===== config.mk =====
export PLATFORM = sky130hd
export DESIGN_NAME = bfsp_dist_mem
export DESIGN_NICKNAME = d
export VERILOG_FILES = /design/src/bfsp_pkg.sv /design/src/bfsp_dist_mem.sv
export SDC_FILE = /design/constraint.sdc
export NUM_CORES = 2
export LEC_CHECK = 0
export ABC_AREA = 1
export BUFFER_PORTS_ARGS = -buffer_cell sky130_fd_sc_hd__clkbuf_2
export CORE_AREA = 5 5 857 604
export DETAILED_ROUTE_END_ITERATION = 8
export DIE_AREA = 0 0 862 609
export GPL_TIMING_DRIVEN = 1
export SETUP_SLACK_MARGIN = 0.4
export SLEW_MARGIN = 20
export SYNTH_ARGS = -nofsm -noshare
export SYNTH_HDL_FRONTEND = slang
export SYNTH_SLANG_ARGS = --single-unit

===== constraint.sdc =====
create_clock -name clk -period 24.1 [get_ports clk]
set_input_delay 7.23 -clock clk [delete_from_list [all_inputs] [get_ports clk]]
set_output_delay 7.23 -clock clk [all_outputs]
set_load 0.02 [all_outputs]

===== src/bfsp_pkg.sv =====
// ----------------------------------------------------------------------------
// Bellman-Ford shortest paths: shared package
// Sizes, codes and entry types used by every module of the block.
// ----------------------------------------------------------------------------
package bfsp_pkg;

  localparam int MAX_VERTICES = 64;
  localparam int MAX_EDGES    = 1024;

  localparam int VIDX_W   = $clog2(MAX_VERTICES);
  localparam int VCNT_W   = $clog2(MAX_VERTICES + 1);
  localparam int EADDR_W  = $clog2(MAX_EDGES);
  localparam int ECNT_W   = $clog2(MAX_EDGES + 1);
  localparam int WEIGHT_W = 32;
  localparam int DIST_W   = 48;
  localparam int CFG_W    = 7;

  localparam logic signed [DIST_W-1:0] DIST_MAX = {1'b0, {(DIST_W-1){1'b1}}};
  localparam logic signed [DIST_W-1:0] DIST_MIN = {1'b1, {(DIST_W-1){1'b0}}};

  // Command codes of an input beat.
  localparam logic [1:0] FUNC_LOAD  = 2'd0;
  localparam logic [1:0] FUNC_RUN   = 2'd1;
  localparam logic [1:0] FUNC_CLEAR = 2'd2;

  // Result status codes.
  localparam logic [1:0] ST_OK      = 2'd0;
  localparam logic [1:0] ST_NEG_CYC = 2'd1;
  localparam logic [1:0] ST_BAD_SRC = 2'd2;
  localparam logic [1:0] ST_FULL    = 2'd3;

  typedef struct packed {
    logic [VIDX_W-1:0]          tail;
    logic [VIDX_W-1:0]          head;
    logic signed [WEIGHT_W-1:0] weight;
  } edge_t;

  typedef struct packed {
    logic                     reach;
    logic signed [DIST_W-1:0] dval;
  } dist_ent_t;

  // Request bundle for one distance memory.
  typedef struct packed {
    logic              rd_en;
    logic [VIDX_W-1:0] rd_addr;
    logic              wr_en;
    logic [VIDX_W-1:0] wr_addr;
    dist_ent_t         wr_data;
  } dmem_req_t;

endpackage


===== src/bfsp_dist_mem.sv =====
// ----------------------------------------------------------------------------
// Distance vector memory
// One distance vector with a write port and a registered read port.
// ----------------------------------------------------------------------------
module bfsp_dist_mem import bfsp_pkg::*; (
  input  logic      clk,
  input  dmem_req_t req,
  output dist_ent_t rd_data
);

  dist_ent_t mem [MAX_VERTICES];
  dist_ent_t rd_data_r;

  // Write port.
  always_ff @(posedge clk) begin
    if (req.wr_en) begin
      mem[req.wr_addr] <= req.wr_data;
    end
  end

  // Read port; data holds until the next read.
  always_ff @(posedge clk) begin
    if (req.rd_en) begin
      rd_data_r <= mem[req.rd_addr];
    end
  end

  assign rd_data = rd_data_r;

endmodule


==> summary.txt <==
Timing
  • Clock skew: 0.04779 ns
  • Post-route minimum period: 11.21 ns
  • Final setup vio count: 0
  • Final worst path period share: 46.53%
  • Tightest Pin Transition: ~1.2 ns
  • Slew Viols, Final: 0
  • Worst slew margin: 21.90%
  • RSZ-0062 raised after global routing: false
  • Final setup TNS: 0 ns
  • Final Hold Viols: 0
  • Max Clk Rate: 0.08917 GHz

Setup path
  • Startpoint Class: input port
  • Critical Path Sink Type: register
  • Slowest cell delay on critical path: 0.77 ns
  • WS Path Type: input port to register
  • CP Data Required Time: 24.75 ns
  • WP data arrival: 11.86 ns
  • Critical-path top delay cell: buf_4
  • CP max FO: 185
  • Crit-path cells: buf_8 > inv_8 > buf_12 > buf_4 > buf_4 > nand2_1 > nand3_1 > nand3_1 > nand3_1 > nand3_1 > nand2_1 > nand2_1 > nand2_1

Synth
  • Synth Register Bits: 3,185
  • Largest area contributor in the netlist: edfxtp_1
  • Cell variety after synth: 13
  • Synthesized net count: about 10,000
  • Syn. warnings: 0
  • Post-synthesis cell count: 10,321
  • Synthesized area: around 130,000 um2
  • Post-Syn Area per Cell: 12.28 um2
  • Ranking of synthesized cells by area: edfxtp_1, nand3_1, nand2_1
  • Sequential fraction of the synthesis area: 75.47%
  • Synth top area share: 75.47%

Min path
  • Hold Path Class: register to register

GRT
  • First-pass GRT wire length: 586,800 um
  • Pin count of the biggest net entering global routing: 186
  • Total gr overflow: 0
  • Vias in the first global route: 76,000
  • Initial antenna violation count: between 40 and 50
  • Total track usage: 15.22%

Place
  • Hpwl dp: 209,100 um
  • DP Cell Count: approximately 17,000
  • Placer's final routability congestion estimate: 0.7691
  • Port-buffer cells: 112
  • Dpl cell area: 135,100 um2

Clock network
  • Num Clock Sinks: approximately 3,200
  • Total CTS buffers: 274
  • CTS Root Cell: clkbuf_16
  • Maximum buffer depth of the clock tree: 4
  • Worst skew pair latency: approximately 0.89 ns
  • CTS tree: yes
  • Hold_buf cts: 0
  • H-Tree Depth: 5
  • Post_cts resized: 0
  • Clk pin slew, worst setup/hold paths: 0.07 ns
  • Postcts setup bufs: 0

Job
  • Max_cap viols: 0

Power
  • Leakage power: 48.55 nW
  • Max rail drop VDD: ~0.050 mV
  • Pwr Density: 78.13 nW/um2

Die
  • Core footprint: 509,800 um2
  • Die W: 862 um
  • Initial Util: 24.86%
  • IO Pins: 113
  • DIE HEIGHT: just over 600 um
  • Placement Rows: 220
  • Total die area: 525,000 um2

Drt
  • Drt initial violations: 13,266
  • DRC violations left: 0
  • Wire length per cell: ~24 um
  • Routed vias/inst: 4.874
  • Final ANT Viol Nets: 0
  • Vias after detailed routing: 84,029
  • Drt first pass iters: 6
  • Drt total wl: 418,200 um

Layout
  • Share of cells above drive strength 1: 7.392%
  • Area Growth Syn to Fin: 13.29%
  • Nets: between 10,000 and 15,000
  • Final Cell Area: 143,600 um2
  • Commonest non-fill, non-tap cell in the layout: nand2_1
  • Most frequent cells in the layout: nand2_1, edfxtp_1, nand3_1, clkbuf_16, buf_4
  • Final cell count without fillers: 17,242

Run status
  • Status: completed
cell usage after synthesis, drive strengths merged:
cell    instances
nand3        2911
clkbuf        125
nor2           56
edfxtp       3185
clkinv          1
nand4           9
buf           562
inv            11
nor4            8
nand2        3453
per-layer routing:
layer,up-vias,GRT usage [%],routed length [um]
met2,4920,21.42,173300
met4,12,3.581,10460
met3,605,3.616,51500
met1,41838,23.36,182800
li1,36654,-,-
met5,-,0,82
stage by stage:
stage / hold slack, ns / setup slack [ns] / utilization, % / total power [mW]
finish: 0.8551 / 12.89 / 28.16 / 11.22
global route: 0.9465 / 12.85 / 28.16 / 11.54
CTS: 0.8728 / 13.16 / 28.14 / 11.25
detailed placement: 0.8463 / 12.22 / 26.49 / 6.962
global placement: 0.8329 / 12.26 / 26.49 / 6.958
floorplan: 0.7969 / 11.07 / - / 6.652
critical path, delay by kind of cell:
kind                   cells  cell delay [ns]
buffers and inverters      5             3.03
and+or+nand+nor            8             0.99
power by group:
group          internal [mW]  total [mW]  switching [mW]
Sequential              6.14        6.17          0.0336
Combinational          0.156       0.674           0.518
Clock                   2.31        4.37            2.06
Total                   8.61        11.2            2.61
state kept, by name (all words and copies together), names as in the netlist:
| name | count |
|---|---|
| mem | 3136 |
| rd_data | 49 |
layout make-up:
cell class	count	area, um2
sequential	3185	95640
clock buffer	338	7203
fill	51822	366200
antenna	14	35.03
tap	6771	8472
clock inverter	143	1186
inverter	12	81.33
multi-input combinational	6437	28320
timing repair buffer	342	2635
worst paths after layout:
path | from | to | slack [ns] | cells past startpoint
max | req[56] | rd_data[3]$_DFFE_PP_ | 12.89 | 13
min | mem[28][24]$_DFFE_PP_ | rd_data[24]$_DFFE_PP_ | 0.86 | 8
max reg2reg | mem[1][27]$_DFFE_PP_ | rd_data[27]$_DFFE_PP_ | 22.35 | 8
min reg2reg | mem[28][24]$_DFFE_PP_ | rd_data[24]$_DFFE_PP_ | 0.86 | 8
cell families after synthesis:
kind of cell / synth area share, %
DFF: 75.47
buffers and inverters: 2.555
and+or+nand+nor: 21.97
No activity file was read; power rests on OpenSTA's default activity.
